<file path="src/hw/rtl/rbnh_pkg.sv">
// ----------------------------------------------------------------------------
// rbnh_pkg
// Shared types and constants for the ray / box nearest-hit block.
// ----------------------------------------------------------------------------
`default_nettype none

package rbnh_pkg;

    localparam int MAX_BOXES_DEF = 1024;
    localparam int CFG_IDX_W     = 3;
    localparam int CFG_DATA_W    = 32;
    localparam int INDEX_W       = 10;

    // configuration register indexes
    localparam logic [CFG_IDX_W-1:0] CFG_RAY_ORIGIN_X = 3'd0;
    localparam logic [CFG_IDX_W-1:0] CFG_RAY_ORIGIN_Y = 3'd1;
    localparam logic [CFG_IDX_W-1:0] CFG_RAY_ORIGIN_Z = 3'd2;
    localparam logic [CFG_IDX_W-1:0] CFG_RAY_DIR_X    = 3'd3;
    localparam logic [CFG_IDX_W-1:0] CFG_RAY_DIR_Y    = 3'd4;
    localparam logic [CFG_IDX_W-1:0] CFG_RAY_DIR_Z    = 3'd5;

    localparam logic signed [31:0] DIR_Z_RESET = 32'sd65536;

    typedef struct packed {
        logic signed [31:0] box_min_x;
        logic signed [31:0] box_min_y;
        logic signed [31:0] box_min_z;
        logic signed [31:0] box_max_x;
        logic signed [31:0] box_max_y;
        logic signed [31:0] box_max_z;
        logic               last_box;
    } t_box;

    typedef struct packed {
        logic                 hit_found;
        logic [INDEX_W-1:0]   nearest_index;
        logic signed [31:0]   nearest_distance;
    } t_hit;

    typedef enum logic [4:0] {
        OP_NONE,
        OP_LOAD,
        OP_MUL_SQ,
        OP_ACC_SUM,
        OP_SQRT_GO,
        OP_NDIV_GO,
        OP_NDIV_STORE,
        OP_MUL_UV,
        OP_ACC_T,
        OP_TQ,
        OP_MUL_UTQ,
        OP_P_RND,
        OP_E_CALC,
        OP_MUL_EE,
        OP_ACC_E,
        OP_H_CALC,
        OP_ACC_H,
        OP_E_CHECK,
        OP_Z_CHECK,
        OP_SDIV_GO,
        OP_SDIV_STORE,
        OP_UPDATE,
        OP_EMIT
    } t_op;

    typedef struct packed {
        t_op        op;
        logic [1:0] ax;
        logic       side;
    } t_cmd;

    typedef struct packed {
        logic       run_open;
        logic       hit;
        logic       t_neg;
        logic [2:0] unit_zero;
        logic       sqrt_busy;
        logic       div_busy;
        logic       out_full;
        logic       last;
    } t_sts;

endpackage

`default_nettype wire

</file>
<file path="src/hw/rtl/rbnh_ctrl.sv">
// ----------------------------------------------------------------------------
// rbnh_ctrl
// Sequencer: walks one box through normalization (first box of a run only), prefilter and slab test.
// ----------------------------------------------------------------------------
`default_nettype none

module rbnh_ctrl (
    input  wire logic          i_clk,
    input  wire logic          i_rst_n,
    input  wire logic          i_box_valid,
    input  wire rbnh_pkg::t_sts i_sts,
    output rbnh_pkg::t_cmd     o_cmd,
    output logic               o_box_stall
);

    typedef enum logic [22:0] {
        S_IDLE      = 23'b1 << 0,
        S_NSQ_MUL   = 23'b1 << 1,
        S_NSQ_ACC   = 23'b1 << 2,
        S_SQRT_GO   = 23'b1 << 3,
        S_SQRT_WAIT = 23'b1 << 4,
        S_NDIV_GO   = 23'b1 << 5,
        S_NDIV_WAIT = 23'b1 << 6,
        S_DOT_MUL   = 23'b1 << 7,
        S_DOT_ACC   = 23'b1 << 8,
        S_TQ        = 23'b1 << 9,
        S_PMUL      = 23'b1 << 10,
        S_PRND      = 23'b1 << 11,
        S_PERR      = 23'b1 << 12,
        S_EMUL      = 23'b1 << 13,
        S_EACC      = 23'b1 << 14,
        S_HPREP     = 23'b1 << 15,
        S_HMUL      = 23'b1 << 16,
        S_HACC      = 23'b1 << 17,
        S_ECHK      = 23'b1 << 18,
        S_SLAB_GO   = 23'b1 << 19,
        S_SLAB_WAIT = 23'b1 << 20,
        S_FINISH    = 23'b1 << 21,
        S_EMIT      = 23'b1 << 22
    } t_state;

    t_state     r_state, n_state;
    logic [1:0] r_ax, n_ax;
    logic       r_side, n_side;

    always_comb begin
        n_state    = r_state;
        n_ax       = r_ax;
        n_side     = r_side;
        o_cmd.op   = rbnh_pkg::OP_NONE;
        o_cmd.ax   = r_ax;
        o_cmd.side = r_side;
        unique case (r_state)
            S_IDLE: begin
                if (i_box_valid) begin
                    o_cmd.op = rbnh_pkg::OP_LOAD;
                    n_ax     = 2'd0;
                    n_side   = 1'b0;
                    n_state  = i_sts.run_open ? S_DOT_MUL : S_NSQ_MUL;
                end
            end
            S_NSQ_MUL: begin
                o_cmd.op = rbnh_pkg::OP_MUL_SQ;
                n_state  = S_NSQ_ACC;
            end
            S_NSQ_ACC: begin
                o_cmd.op = rbnh_pkg::OP_ACC_SUM;
                if (r_ax == 2'd2) begin
                    n_ax    = 2'd0;
                    n_state = S_SQRT_GO;
                end else begin
                    n_ax    = r_ax + 2'd1;
                    n_state = S_NSQ_MUL;
                end
            end
            S_SQRT_GO: begin
                o_cmd.op = rbnh_pkg::OP_SQRT_GO;
                n_state  = S_SQRT_WAIT;
            end
            S_SQRT_WAIT: begin
                if (!i_sts.sqrt_busy) n_state = S_NDIV_GO;
            end
            S_NDIV_GO: begin
                o_cmd.op = rbnh_pkg::OP_NDIV_GO;
                n_state  = S_NDIV_WAIT;
            end
            S_NDIV_WAIT: begin
                if (!i_sts.div_busy) begin
                    o_cmd.op = rbnh_pkg::OP_NDIV_STORE;
                    if (r_ax == 2'd2) begin
                        n_ax    = 2'd0;
                        n_state = S_DOT_MUL;
                    end else begin
                        n_ax    = r_ax + 2'd1;
                        n_state = S_NDIV_GO;
                    end
                end
            end
            S_DOT_MUL: begin
                o_cmd.op = rbnh_pkg::OP_MUL_UV;
                n_state  = S_DOT_ACC;
            end
            S_DOT_ACC: begin
                o_cmd.op = rbnh_pkg::OP_ACC_T;
                if (r_ax == 2'd2) begin
                    n_ax    = 2'd0;
                    n_state = S_TQ;
                end else begin
                    n_ax    = r_ax + 2'd1;
                    n_state = S_DOT_MUL;
                end
            end
            S_TQ: begin
                o_cmd.op = rbnh_pkg::OP_TQ;
                n_state  = i_sts.t_neg ? S_FINISH : S_PMUL;
            end
            S_PMUL: begin
                o_cmd.op = rbnh_pkg::OP_MUL_UTQ;
                n_state  = S_PRND;
            end
            S_PRND: begin
                o_cmd.op = rbnh_pkg::OP_P_RND;
                n_state  = S_PERR;
            end
            S_PERR: begin
                o_cmd.op = rbnh_pkg::OP_E_CALC;
                n_state  = S_EMUL;
            end
            S_EMUL: begin
                o_cmd.op = rbnh_pkg::OP_MUL_EE;
                n_state  = S_EACC;
            end
            S_EACC: begin
                o_cmd.op = rbnh_pkg::OP_ACC_E;
                n_state  = S_HPREP;
            end
            S_HPREP: begin
                o_cmd.op = rbnh_pkg::OP_H_CALC;
                n_state  = S_HMUL;
            end
            S_HMUL: begin
                o_cmd.op = rbnh_pkg::OP_MUL_EE;
                n_state  = S_HACC;
            end
            S_HACC: begin
                o_cmd.op = rbnh_pkg::OP_ACC_H;
                if (r_ax == 2'd2) begin
                    n_ax    = 2'd0;
                    n_state = S_ECHK;
                end else begin
                    n_ax    = r_ax + 2'd1;
                    n_state = S_PMUL;
                end
            end
            S_ECHK: begin
                o_cmd.op = rbnh_pkg::OP_E_CHECK;
                n_side   = 1'b0;
                n_state  = S_SLAB_GO;
            end
            S_SLAB_GO: begin
                if (!i_sts.hit) begin
                    n_state = S_FINISH;
                end else if (i_sts.unit_zero[r_ax]) begin
                    o_cmd.op = rbnh_pkg::OP_Z_CHECK;
                    if (r_ax == 2'd2) begin
                        n_state = S_FINISH;
                    end else begin
                        n_ax = r_ax + 2'd1;
                    end
                end else begin
                    o_cmd.op = rbnh_pkg::OP_SDIV_GO;
                    n_state  = S_SLAB_WAIT;
                end
            end
            S_SLAB_WAIT: begin
                if (!i_sts.div_busy) begin
                    o_cmd.op = rbnh_pkg::OP_SDIV_STORE;
                    if (!r_side) begin
                        n_side  = 1'b1;
                        n_state = S_SLAB_GO;
                    end else begin
                        n_side = 1'b0;
                        if (r_ax == 2'd2) begin
                            n_state = S_FINISH;
                        end else begin
                            n_ax    = r_ax + 2'd1;
                            n_state = S_SLAB_GO;
                        end
                    end
                end
            end
            S_FINISH: begin
                o_cmd.op = rbnh_pkg::OP_UPDATE;
                n_state  = i_sts.last ? S_EMIT : S_IDLE;
            end
            S_EMIT: begin
                if (!i_sts.out_full) begin
                    o_cmd.op = rbnh_pkg::OP_EMIT;
                    n_state  = S_IDLE;
                end
            end
            default: n_state = S_IDLE;
        endcase
    end

    always_ff @(posedge i_clk) begin
        if (!i_rst_n) begin
            r_state <= S_IDLE;
            r_ax    <= 2'd0;
            r_side  <= 1'b0;
        end else begin
            r_state <= n_state;
            r_ax    <= n_ax;
            r_side  <= n_side;
        end
    end

    assign o_box_stall = (r_state != S_IDLE);

endmodule

`default_nettype wire

</file>
<file path="config.mk">
export PLATFORM = sky130hd
export DESIGN_NAME = rbnh_ctrl
export DESIGN_NICKNAME = d
export VERILOG_FILES = /design/src/hw/rtl/rbnh_pkg.sv /design/src/hw/rtl/rbnh_ctrl.sv
export SDC_FILE = /design/constraint.sdc
export NUM_CORES = 1
export LEC_CHECK = 0
export BUFFER_PORTS_ARGS = -buffer_cell sky130_fd_sc_hd__buf_2
export CAP_MARGIN = 10
export CORE_MARGIN = 2
export CORE_UTILIZATION = 45
export CTS_CLUSTER_SIZE = 30
export DETAILED_ROUTE_END_ITERATION = 8
export PLACE_DENSITY = 0.76
export SYNTH_ARGS = -nofsm -noshare
export SYNTH_HDL_FRONTEND = slang
export SYNTH_SLANG_ARGS = --single-unit
</file>
<file path="constraint.sdc">
create_clock -name i_clk -period 3.05 [get_ports i_clk]
set_input_delay 0.4575 -clock i_clk [delete_from_list [all_inputs] [get_ports i_clk]]
set_output_delay 0.4575 -clock i_clk [all_outputs]
set_load 0.01 [all_outputs]
</file>
==> results summary, run 1 <==
The run finished with clean final reports. Internal power comes to 0.000649 W. The number of I/O port buffers came out at 21.

The tree is rooted in a sky130_fd_sc_hd__clkbuf_8. After synthesis the netlist holds a flip-flop and latch count of 26. The final-report max-slew violation count is 0. The pin count of the biggest net entering global routing is 16. The overall routed net length came out at 6800 microns. The cell count after synthesis came out at 273. The worst register-to-register path ends at r_state[7].

Routability-driven placement finished with a final weighted congestion of 1.07. Setup violations remaining at the end of the flow were counted as 0. The number of enable flip-flop cells after synthesis is 0.

The worst-case IR drop observed on VDD is 0.221 mV. The source-to-sink clock delay at the later pin of the worst-skew pair came out at 0.28 ns. The core box area came out at 0.00441 sq mm. The final critical-path required period came out at 2.98 ns. CTS built an H-tree with a depth of 1. Clock tree synthesis inserted a total of 3 buffers. The startpoint type of the worst setup path is a flip-flop. The mean number of vias per cell came out at 6.86. The post-detailed-placement cell area is 0.00229 sq mm. The longest clock path from root to sink contains 2 buffers.

Of the total power, the share spent switching nets is 0.320. The first-pass GRT wire length is 10,500 microns. By count the netlist is led by sky130_fd_sc_hd__nor2_1, sky130_fd_sc_hd__dfxtp_1, sky130_fd_sc_hd__nand2_1.

The length of the first detailed-routing pass in iterations came out at 7. The share of synthesized area in the top cell type comes to 0.249. The clock network fraction of design power is 0.313. The maximum achievable frequency is 336 MHz. The floorplan die height is 72.2 microns. The data required time at the worst endpoint came out at 2.59 ns. The portion of the post-synthesis area used by sequential elements came out at 0.249. The transition time of the tightest slew-check pin is 0.530 ns. After clock tree synthesis, the clock-pin slew on the worst setup and hold paths is 0.10 ns.

The total nets after synthesis is 289. The kind of end point of the critical path is an output pin. The number of vias in the routed layout came out at 2,443. The first routing iteration left 407 violations.

The leakage power of the design came out at 0.962 nW. The hold path depth is 3. The worst hold path begins at i_sts[7]. The detail route stage leaves a number of antenna-violating nets equal to 0. A synthesized cell averages 7.66 sq um. The number of global-route vias before repair was 2,122. The logic depth of the worst register-to-register path came out at 9. The area of the die is 0.00521 sq mm. The largest total area in the synthesized netlist belongs to sky130_fd_sc_hd__dfxtp_1. Dividing total power by cell area gives a power density of 387 mW/mm^2. The number of antenna violations at the first check in global routing came out at 0.

The delay of the slowest cell on the worst path is 0.57 ns. For this design, the slowest cell found on the critical path is sky130_fd_sc_hd__or4_4. The number of antenna diodes in the final layout is 0. The power after layout came out at 0.000955 W. Dividing the final minimum period by the clock period gives 0.976. The count of hold buffers inserted by post-cts repair is 0. Across all register-to-register paths, the minimum setup slack is 0.29 ns. The reported max-cap violation count is 0. The net count reported at finish is 321.

Sorting the synthesized cells by area gives the leading types as sky130_fd_sc_hd__dfxtp_1, sky130_fd_sc_hd__nor2_1, sky130_fd_sc_hd__nor3_1. The maximum fanout along the worst path came out at 8. For this configuration, the core starts out at a cell density of 0.474. The half-perimeter wire length after placement is 4960 microns.

The relative slew slack came out at 0.643. The total congestion overflow is 0. Summing every instance area after synthesis gives 0.00209 sq mm. The data arrival time of the worst path came out at 2.52 ns. The share of synthesized flip-flops with an asynchronous set or reset is 0. The analysis attributes to net switching a power of 0.000306 W. The share of post-route cells with drive strength above 1 is 0.243. The critical path is of the reg2out type. For this run, the total global-route usage over all layers was measured as 0.257.

Yosys printed 0 warnings. The library cell with the highest instance count after synthesis is sky130_fd_sc_hd__nor2_1. The main flop type after synthesis is sky130_fd_sc_hd__dfxtp_1. The clock net sink count is 26. Clock skew on the completed layout was measured at 0.00576 ns. The signal on the critical path passes through nor4_4, buf_4, nand3_1, or4_4, and3_1, nand4_1, buf_2. The number of placement rows came out at 24. The number of top-level design ports is 22. The capture endpoint of the worst hold path is r_state[10].

The worst hold path belongs to the class in2reg. The finished cells cover 0.00247 sq mm. The worst register-to-register path begins at r_state[15]. The final hold violation count is 0. The combinational fraction of design power came out at 0.314. The share of power burned in registers is 0.372. TritonCTS built the clock tree. The die boundary width came out at 72.2 microns. The average wire length per cell after detail routing came out at 19.1 microns. The area added between synthesis and finish is 17.9%. The post-detailed-route DRC marker count came out at 0. The number of unique standard cell types used by synthesis came out at 57.
## how the worst max path moves through the flow
| stage | start | to | slack [ns] | cells after the start |
|---|---|---|---|---|
| 3_3_place_gp | r_state[4] | o_cmd[3] | 0.27 | 6 |
| 6_report | r_state[2] | o_cmd[4] | 0.07 | 7 |
| 5_1_grt | r_state[2] | o_cmd[4] | -0.04 | 7 |
| 3_5_place_dp | r_state[4] | o_cmd[3] | 0.18 | 6 |
| 4_1_cts | r_state[4] | o_cmd[3] | 0.06 | 6 |
| 2_1_floorplan | r_state[12] | o_cmd[4] | 0.41 | 8 |
## power groups by stage
stage               Clock (W)  Combinational (W)  Sequential (W)
finish               0.000299           0.000300        0.000355
global route         0.000319           0.000325        0.000357
CTS                  0.000299           0.000273        0.000355
detailed placement          0           0.000264        0.000363
global placement            0           0.000260        0.000363
floorplan                   0           0.000174        0.000362
## per-stage QoR
stage	setup slack [ns]	hold slack, ns	utilization	cells	TNS [ns]
3_3_place_gp	0.267	0.543	0.520	344	0
5_1_grt	-0.0417	0.481	0.559	356	-0.0532
3_5_place_dp	0.182	0.550	0.520	344	0
4_1_cts	0.0605	0.477	0.541	350	0
2_1_floorplan	0.413	0.519	-	273	0
6_report	0.0718	0.473	0.559	356	0
## placed cells by master, fill, tap and decap left out, drive strengths merged, types with 3 or more instances in the layout
master,n
a21oi,8
a31oi,3
and3,5
buf,44
clkbuf,3
dfxtp,26
ha,3
inv,8
nand2,20
nand2b,3
nand3,12
nand4,12
nand4b,5
nor2,31
nor3,20
nor4,18
nor4b,4
o21ai,6
o22ai,4
or2,3
or3,8
or4,9
or4b,7
xnor2,4
## cells by family (layout without fill, tap and decap cells)
group                      count (synthesis)  in the layout  synth area share
and+or+nand+nor                          169            169             0.507
adders and majority gates                  3              3            0.0179
xor gates and xnor gates                   6              6            0.0251
DFF                                       26             26             0.249
AOI/OAI and AO/OA                         42             42             0.139
muxes                                      2              2           0.00957
buffers and inverters                     25             56            0.0532
## state kept, by name, indices dropped and copies added (netlist names)
signal,flops
r_ax,2
r_state,23
r_side,1
## area by class of cell
cell class                      count  area, sq um
Clock inverter                      1         30.0
Sequential cell                    26          520
Clock buffer                        3         41.3
Inverter                            8         30.0
Tap cell                           52         65.1
Multi-Input combinational cell    222         1500
Timing Repair Buffer               44          278
Fill cell                         426         1950
## worst max-delay path, delay by kind of cell, from the launching register on
kind                   cells  cell delay [ns]
AND/OR/NAND/NOR            5             1.49
flip-flops                 1             0.42
buffers and inverters      2             0.33
## what timing repair did
action,4_1_cts,5_1_grt
pin swaps,1,4
buffers inserted,2,6
setup endpoints to repair,3,5
gates resized for setup,1,7
## layer usage
metal | GRT usage | part of all wire | vias up
met5 | 0 | 0 | -
met4 | 0.103 | 0.042 | 0
met3 | 0.0472 | 0.12 | 43
met2 | 0.388 | 0.44 | 193
met1 | 0.362 | 0.40 | 1098
li1 | - | - | 1109
No activity file was read; power rests on OpenSTA's default activity.
==> run 2: changes to the inputs <==
- CORE_MARGIN: 2 -> unset
==> run 2 against run 1 <==
  * First-iteration DRC count is 4.7% lower
  * Total power down 12%
  * Sequential share of layout area up 0.79 points
  * Clock skew grew 0.00058 ns
  * Fmax rose by 1.4%
  * Routed wire length shrank 2.0%
  * Combinational power shrank 7.0%
==> results summary, run 2 (same netlist as run 1, synthesis figures left out) <==
The count of inserted antenna diode cells came out at 0 (unchanged). The number of clock buffers inserted by TritonCTS came to 3 (unchanged). The clock net sink count is 26 (unchanged). The data required time at the worst endpoint came out at 2.59 ns (about the same). The maximum number of buffers from clock root to sink came to 2 (unchanged). The final non-filler cell total is 351 (-1.4%). The worst hold margin is 0.466 ns (-0.00705 ns).

The flow ran to the end, and the final reports show no timing, DRC or antenna violations. The transition time of the tightest slew-check pin is 0.527 ns (-0.00283 ns). The startpoint type of the worst setup path is a flip-flop.

The number of flip-flops in the largest register is 23 (unchanged). The combined flip-flop and latch cell area came to 520 sq um (unchanged). The worst-path cell with the longest stage delay is sky130_fd_sc_hd__or4_1. The clock root buffer is sky130_fd_sc_hd__clkbuf_8. The count of hold buffers inserted by post-cts repair is 0 (unchanged).

The net count reported at finish came out at 317 (-1.2%). The clock transition at the register clock pins on the worst setup and hold paths after CTS came out at 0.09 ns (about the same). The number of setup violations in the final report is 0 (unchanged). The final hold violation count is 0 (unchanged). The multi-input gate area in the final layout is 0.00147 sq mm (-1.9%).

The power density relative to cell area is 353 mW/mm^2 (-8.7%). The final-report max-slew violation count came to 0 (unchanged). The pin count of the biggest net entering global routing is 15 (-1). The number of antenna violations at the first check in global routing is 0 (unchanged). The total congestion overflow came out at 0 (unchanged). The number of placement rows was 24 (unchanged).

The launch point of the critical path is r_state[12]. The global routing usage summed across all routing layers came out at 0.269 (+0.0116). The half-perimeter wire length after placement is 4930 microns (-0.59%).

STA classifies the critical path endpoint as an output pin. TritonCTS built the clock tree. The starting density of the core came to 0.474 (unchanged). The final worst slack is 0.113 ns (+0.0409 ns).

The final worst-path cycle share came out at 0.963 (-0.0134). The library cells used most frequently in the layout, excluding fill and tap cells, are sky130_fd_sc_hd__nor2_1, sky130_fd_sc_hd__dfxtp_1, sky130_fd_sc_hd__buf_2. The leakage power of the design is 0.920 nW (-4.4%). The number of design-rule violations left by the first detailed-router iteration is 388 (-4.7%).

The library cell used most frequently in the layout, excluding fill and tap cells, is sky130_fd_sc_hd__nor2_1. The floorplan die height is 70.2 microns (-2.8%). The number of top-level design ports is 22 (unchanged). The area added between synthesis and finish came out at 13.6%. The number of global-route vias before repair came to 2,112 (-0.47%). The utilization after layout was 0.539 (-0.0201).

Walking the worst path, the cells encountered are nor4_4, nand3_1, or4_1, and3_1, nand4_1, buf_2. Setup repair after global routing left no endpoint under its margin. The relative slew slack is 0.645 (+0.00191). The count of fill cells added during filler insertion came out at 426 (unchanged). The mean number of vias per cell is 6.97 (+1.5%). The reported max-cap violation count is 0 (unchanged).

The share of post-route cells with drive strength above 1 came out at 0.214 (-0.0294). The final critical-path required period was 2.94 ns (-0.0409 ns). The maximum achievable frequency came out at 340 MHz (+1.4%).

The length of the first detailed-routing pass in iterations came out at 6 (-1). The overall routed net length came to 6670 microns (-2.0%). The maximum fanout along the worst path is 9 (+1). The register name with the most flops is r_state. By startpoint and endpoint, the worst setup path is classified as reg2out.

The source of the worst hold timing path is i_sts[7]. The area of the die came out at 0.00493 sq mm (-5.5%). The data arrival time of the worst path is 2.48 ns (-0.04 ns).

The worst setup slack after placement is 0.318 ns (+0.137 ns). The final weighted congestion of routability-driven global placement was 1.03 (-3.6%). The first-pass GRT wire length came to 10,400 microns (-0.78%). The worst hold path belongs to the class in2reg. The core box area is 0.00441 sq mm (unchanged). The number of I/O port buffers is 21 (unchanged). The worst reg2reg path startpoint is r_state[12]. The maximum level of the CTS H-tree is 1 (unchanged). The worst IR drop on VDD was 0.135 mV (-39%). The die boundary width is 70.2 microns (-2.8%). The source-to-sink clock delay at the later pin of the worst-skew pair is 0.28 ns (about the same). The delay of the slowest cell on the worst path is 0.60 ns (+0.03 ns). The post-detailed-route DRC marker count came to 0 (unchanged). The total negative setup slack is 0 ns (unchanged). The number of vias in the routed layout is 2,445 (+0.082%). In the final layout, the registers with the most flip-flops are r_state: 23 flops, r_ax: 2 flops, r_side: 1 flops. The average wire length per cell after detail routing is 19.0 microns (-0.57%). The final clock skew is 0.00634 ns (+0.000583 ns). The residual antenna-violating net count after detailed routing came out at 0 (unchanged). The count of placed standard cells including taps was 344 (unchanged).
run 2: critical path: cells and delay by family (launching register included):
family | cells | cell delay, ns
buffers and inverters | 1 | 0.14
flip-flops | 1 | 0.41
AND/OR/NAND/NOR | 5 | 1.66
run 2: area by class of cell:
type	count	share of cell area
Clock buffer	3	0.0174
Multi-Input combinational cell	222	0.619
Timing Repair Buffer	40	0.104
Tap cell	52	0.0274
Sequential cell	26	0.219
Inverter	8	0.0126
run 2: worst paths after layout:
| kind | slack (ns) | endpoint | depth (start not counted) |
|---|---|---|---|
| max | 0.11 | o_cmd[4] | 6 |
| max reg2reg | 0.43 | r_state[11] | 8 |
| min | 0.47 | r_state[10] | 3 |
| min reg2reg | 0.58 | r_state[11] | 2 |
run 2: repair_timing:
item                                    4_1_cts  5_1_grt
buffers inserted                              0        4
pin swaps                                     0        2
endpoints found under the setup margin        1        4
gates resized for setup                       1        1
run 2: stage by stage:
| stage | instance area (sq um) | power [W] |
|---|---|---|
| after detailed placement | 2290 | 0.000622 |
| after global routing | 2380 | 0.000877 |
| after CTS | 2340 | 0.000821 |
| final | 2380 | 0.000840 |
| after global placement | 2290 | 0.000617 |
| after floorplan | 2090 | 0.000536 |
run 2: where the power goes:
part	switching [W]	leakage [nW]	internal, W
registers	0.0000124	0.210	0.000346
logic	0.000166	0.688	0.000113
clock network	0.000113	0.0216	0.0000888
total	0.000292	0.920	0.000548
run 2: metal layers:
layer | track usage | share of wire | up-vias
met2 | 0.411 | 0.43 | 181
met5 | 0 | 0 | -
met4 | 0.0911 | 0.037 | 0
met3 | 0.0346 | 0.12 | 44
li1 | - | - | 1097
met1 | 0.387 | 0.41 | 1123
==> run 3: changes to the inputs <==
- ABC_AREA: unset -> 1
==> run 3 against run 2 <==
  * The run now ends with design-rule violations left
  * Clock-buffer cell count rose by 1
  * Clock power rose by 13%
  * Setup slack improved by 0.41 ns
  * First-iteration DRC count fell by 28%
  * Total power rose by 100%
  * Sequential share of layout area rose by 0.70 points
  * Non-clock buffer count fell by 19
  * Critical path type unchanged
  * Sequential power rose by 18%
==> results summary, run 3 <==
The worst setup path is launched from a flip-flop. The number of clock buffers inserted by TritonCTS came to 3 (unchanged). The relative slew slack came to 0.686 (+0.0404).

The overall routed net length came out at 5230 microns (-22%). The cell count after synthesis is 333 (+22%). The worst hold margin is 0.478 ns (+0.0118 ns). The share of post-route cells with drive strength above 1 is 0.224 (+0.00975). The maximum achievable frequency is 396 MHz (+16%). The clock net sink count was 26 (unchanged). The source-to-sink clock delay at the later pin of the worst-skew pair came out at 0.27 ns (about the same).

The half-perimeter wire length after placement is 4220 microns (-14%). In this run the worst hold path is classified as in2reg. The total negative setup slack is 0 ns (unchanged). The maximum number of buffers from clock root to sink came to 2 (unchanged). The power density relative to cell area is 732 mW/mm^2 (+110%).

The leakage power of the design is 1.23 nW (+34%). After synthesis, the most frequently instantiated cells are sky130_fd_sc_hd__nand2_1, sky130_fd_sc_hd__nor2_1, sky130_fd_sc_hd__inv_1. The length of the first detailed-routing pass in iterations came out at 7 (+1). The flip-flop and latch count after synthesis was 26 (unchanged). The post-cts repair resize count is 0 (-1). The cell sitting at the root of the clock tree is a sky130_fd_sc_hd__clkbuf_8. The average cell area after synthesis is 6.38 sq um (-17%).

The global routing usage summed across all routing layers came out at 0.226 (-0.0428). The final hold violation count is 0 (unchanged). The met3 usage was 0.0313 (-0.00329).

The number of antenna violations at the first check in global routing is 0 (unchanged). The number of vias in the routed layout is 2,148 (-12%). The final worst slack came to 0.527 ns (+0.414 ns). The average wire length per cell after detail routing came to 12.9 microns (-32%).

The final clock skew came out at 0.00511 ns (-0.00123 ns). The logic depth of the worst register-to-register path is 10 (+2). The met1 track utilization from global routing is 0.318 (-0.0696). The clock transition at the register clock pins on the worst setup and hold paths after CTS is 0.09 ns (about the same). The number of I/O port buffers is 21 (unchanged).

The count of hold buffers inserted by post-cts repair came to 0 (unchanged). The data arrival time of the worst path came out at 2.07 ns (-0.41 ns). The met2 track utilization from global routing is 0.372 (-0.0395). The net count reported at finish came to 370 (+17%). The utilization after layout is 0.518 (-0.0202).

The maximum fanout along the worst path came to 7 (-2). The die boundary width came out at 70.7 microns (+0.78%). The hold path depth came to 3 (unchanged). The main flop type after synthesis is sky130_fd_sc_hd__dfxtp_1. The area of the die is 0.00500 sq mm (+1.6%).

The post-synthesis cell area is 0.00213 sq mm (+1.6%). The number of flip-flops in the largest register came out at 23 (unchanged). The share of synthesized flip-flops with an asynchronous set or reset is 0 (unchanged).

The area added between synthesis and finish came out at 8.36%. The number of enable flip-flop cells after synthesis came out at 0 (unchanged). The transition time of the tightest slew-check pin came out at 0.471 ns (-0.0558 ns). The number of placement rows is 24 (unchanged).

The number of top-level design ports is 22 (unchanged). The most common cell after layout, fill and taps aside is sky130_fd_sc_hd__nand2_1. The total congestion overflow is 0 (unchanged). The number of setup violations in the final report came out at 0 (unchanged).

The number of design-rule violations left by the first detailed-router iteration is 280 (-28%). The final worst-path cycle share came out at 0.827 (-0.136). The number of global-route vias before repair is 1,936 (-8.3%). The worst IR drop on VDD came out at 0.523 mV (+290%). The count of inserted antenna diode cells is 0 (unchanged). The number of unique standard cell types used by synthesis came out at 35 (-39%). The final reports fail on design-rule violations. The residual antenna-violating net count after detailed routing came out at 0 (unchanged). The starting density of the core is 0.478 (+0.00440). The reported max-cap violation count is 0 (unchanged). The final weighted congestion of routability-driven global placement came out at 0.975 (-5.1%). The kind of end point of the critical path is an output pin. By instance count, the leading cell after synthesis is sky130_fd_sc_hd__nand2_1. Yosys attributes the largest share of cell area to sky130_fd_sc_hd__dfxtp_1, sky130_fd_sc_hd__nand2_1, sky130_fd_sc_hd__nor2_1. The largest registers in the layout are r_state: 23 flops, r_ax: 2 flops, r_side: 1 flops. Leaving out fill and tap cells, the most frequent cells in the layout are sky130_fd_sc_hd__nand2_1, sky130_fd_sc_hd__nor2_1, sky130_fd_sc_hd__inv_1.

The post-detailed-route DRC marker count is 6 (+6). The data required time at the worst endpoint came out at 2.59 ns (about the same). The count of fill cells added during filler insertion is 474 (+11%). The mean number of vias per cell was 5.30 (-24%).

The yosys synthesis warning count is 0 (unchanged). After global routing, the most crowded layer is met2. The final critical-path required period came out at 2.52 ns (-0.414 ns). The TritonCTS clock tree is yes. The pin count of the biggest net entering global routing was 20 (+5).

The floorplan die height was 70.7 microns (+0.78%). The core box area is 0.00444 sq mm (+0.68%). The register name with the most flops is r_state. Setup repair after global routing left no endpoint under its margin.

The post-CTS setup repair buffer count came out at 0 (unchanged). The critical path in this run is classified as reg2out. The maximum level of the CTS H-tree came to 1 (unchanged). The final-report max-slew violation count was 0 (unchanged).

The flow ran to the end, but the final reports show violations. The worst setup slack after placement came to 0.886 ns (+0.567 ns). The portion of the post-synthesis area used by sequential elements came out at 0.245 (-0.00395).

The total nets after synthesis was 349 (+21%). The area share of the leading cell type in the synthesized netlist is 0.245 (-0.00395). The synthesized design spends more area on one cell type than any other, namely sky130_fd_sc_hd__dfxtp_1. The first-pass GRT wire length is 9030 microns (-13%).
[run 3: through the flow]
| stage | power, W | instance area (sq um) | std cells |
|---|---|---|---|
| floorplan | 0.00129 | 2130 | 333 |
| global placement | 0.00144 | 2250 | 401 |
| detailed placement | 0.00145 | 2250 | 401 |
| CTS | 0.00168 | 2300 | 405 |
| global route | 0.00182 | 2300 | 405 |
| finish | 0.00169 | 2300 | 405 |
[run 3: routing by layer]
metal / routed length [microns] / vias to the layer above
met3: 458 / 8
met4: 43 / 0
met5: 0 / -
met2: 2420 / 98
met1: 2310 / 954
li1: - / 1088
[run 3: final timing paths]
| path | from | end | slack, ns |
|---|---|---|---|
| max | r_state[16] | o_cmd[5] | 0.53 |
| min | i_sts[0] | r_state[22] | 0.48 |
| max reg2reg | r_ax[0] | r_state[5] | 1.08 |
| min reg2reg | r_ax[0] | r_ax[0] | 0.50 |
[run 3: critical path, stage by stage, from the launching register on]
cell and delay [ns]:
sky130_fd_sc_hd__dfxtp_1 0.33, sky130_fd_sc_hd__nor2_2 0.18, sky130_fd_sc_hd__nand2_2 0.12, sky130_fd_sc_hd__nor2_1 0.31
sky130_fd_sc_hd__nand3_4 0.17, sky130_fd_sc_hd__o21ai_0 0.32, sky130_fd_sc_hd__nor2_1 0.10, sky130_fd_sc_hd__nand4_1 0.12
sky130_fd_sc_hd__buf_2 0.14
[run 3: cells by family (layout without fill, tap and decap cells)]
kind of cell             count (synthesis)  in the layout  synth area share
AND/OR/NAND/NOR                        224            224             0.566
AO/OA/AOI/OAI                           17             17            0.0459
flip-flops                              26             26             0.245
buffers and inverters                   63             83             0.126
adder cells (fa/ha/maj)                  3              3            0.0177
[run 3: report_power, final]
group          leakage, nW  internal [W]  switching (W)  total [W]
Combinational        0.992      0.000312       0.000723    0.00103
Clock               0.0288      0.000116       0.000113   0.000229
Sequential           0.210      0.000383      0.0000394   0.000422
Total                 1.23      0.000811       0.000875    0.00169
[run 3: cell type report]
type                    instances  area, sq um  area share
multi-input cells             244         1340       0.581
flip-flops and latches         26          520       0.226
inverters                      58          220      0.0956
repair buffers                 21          105      0.0456
well taps                      52         65.1      0.0282
clock buffers                   4         55.1      0.0239
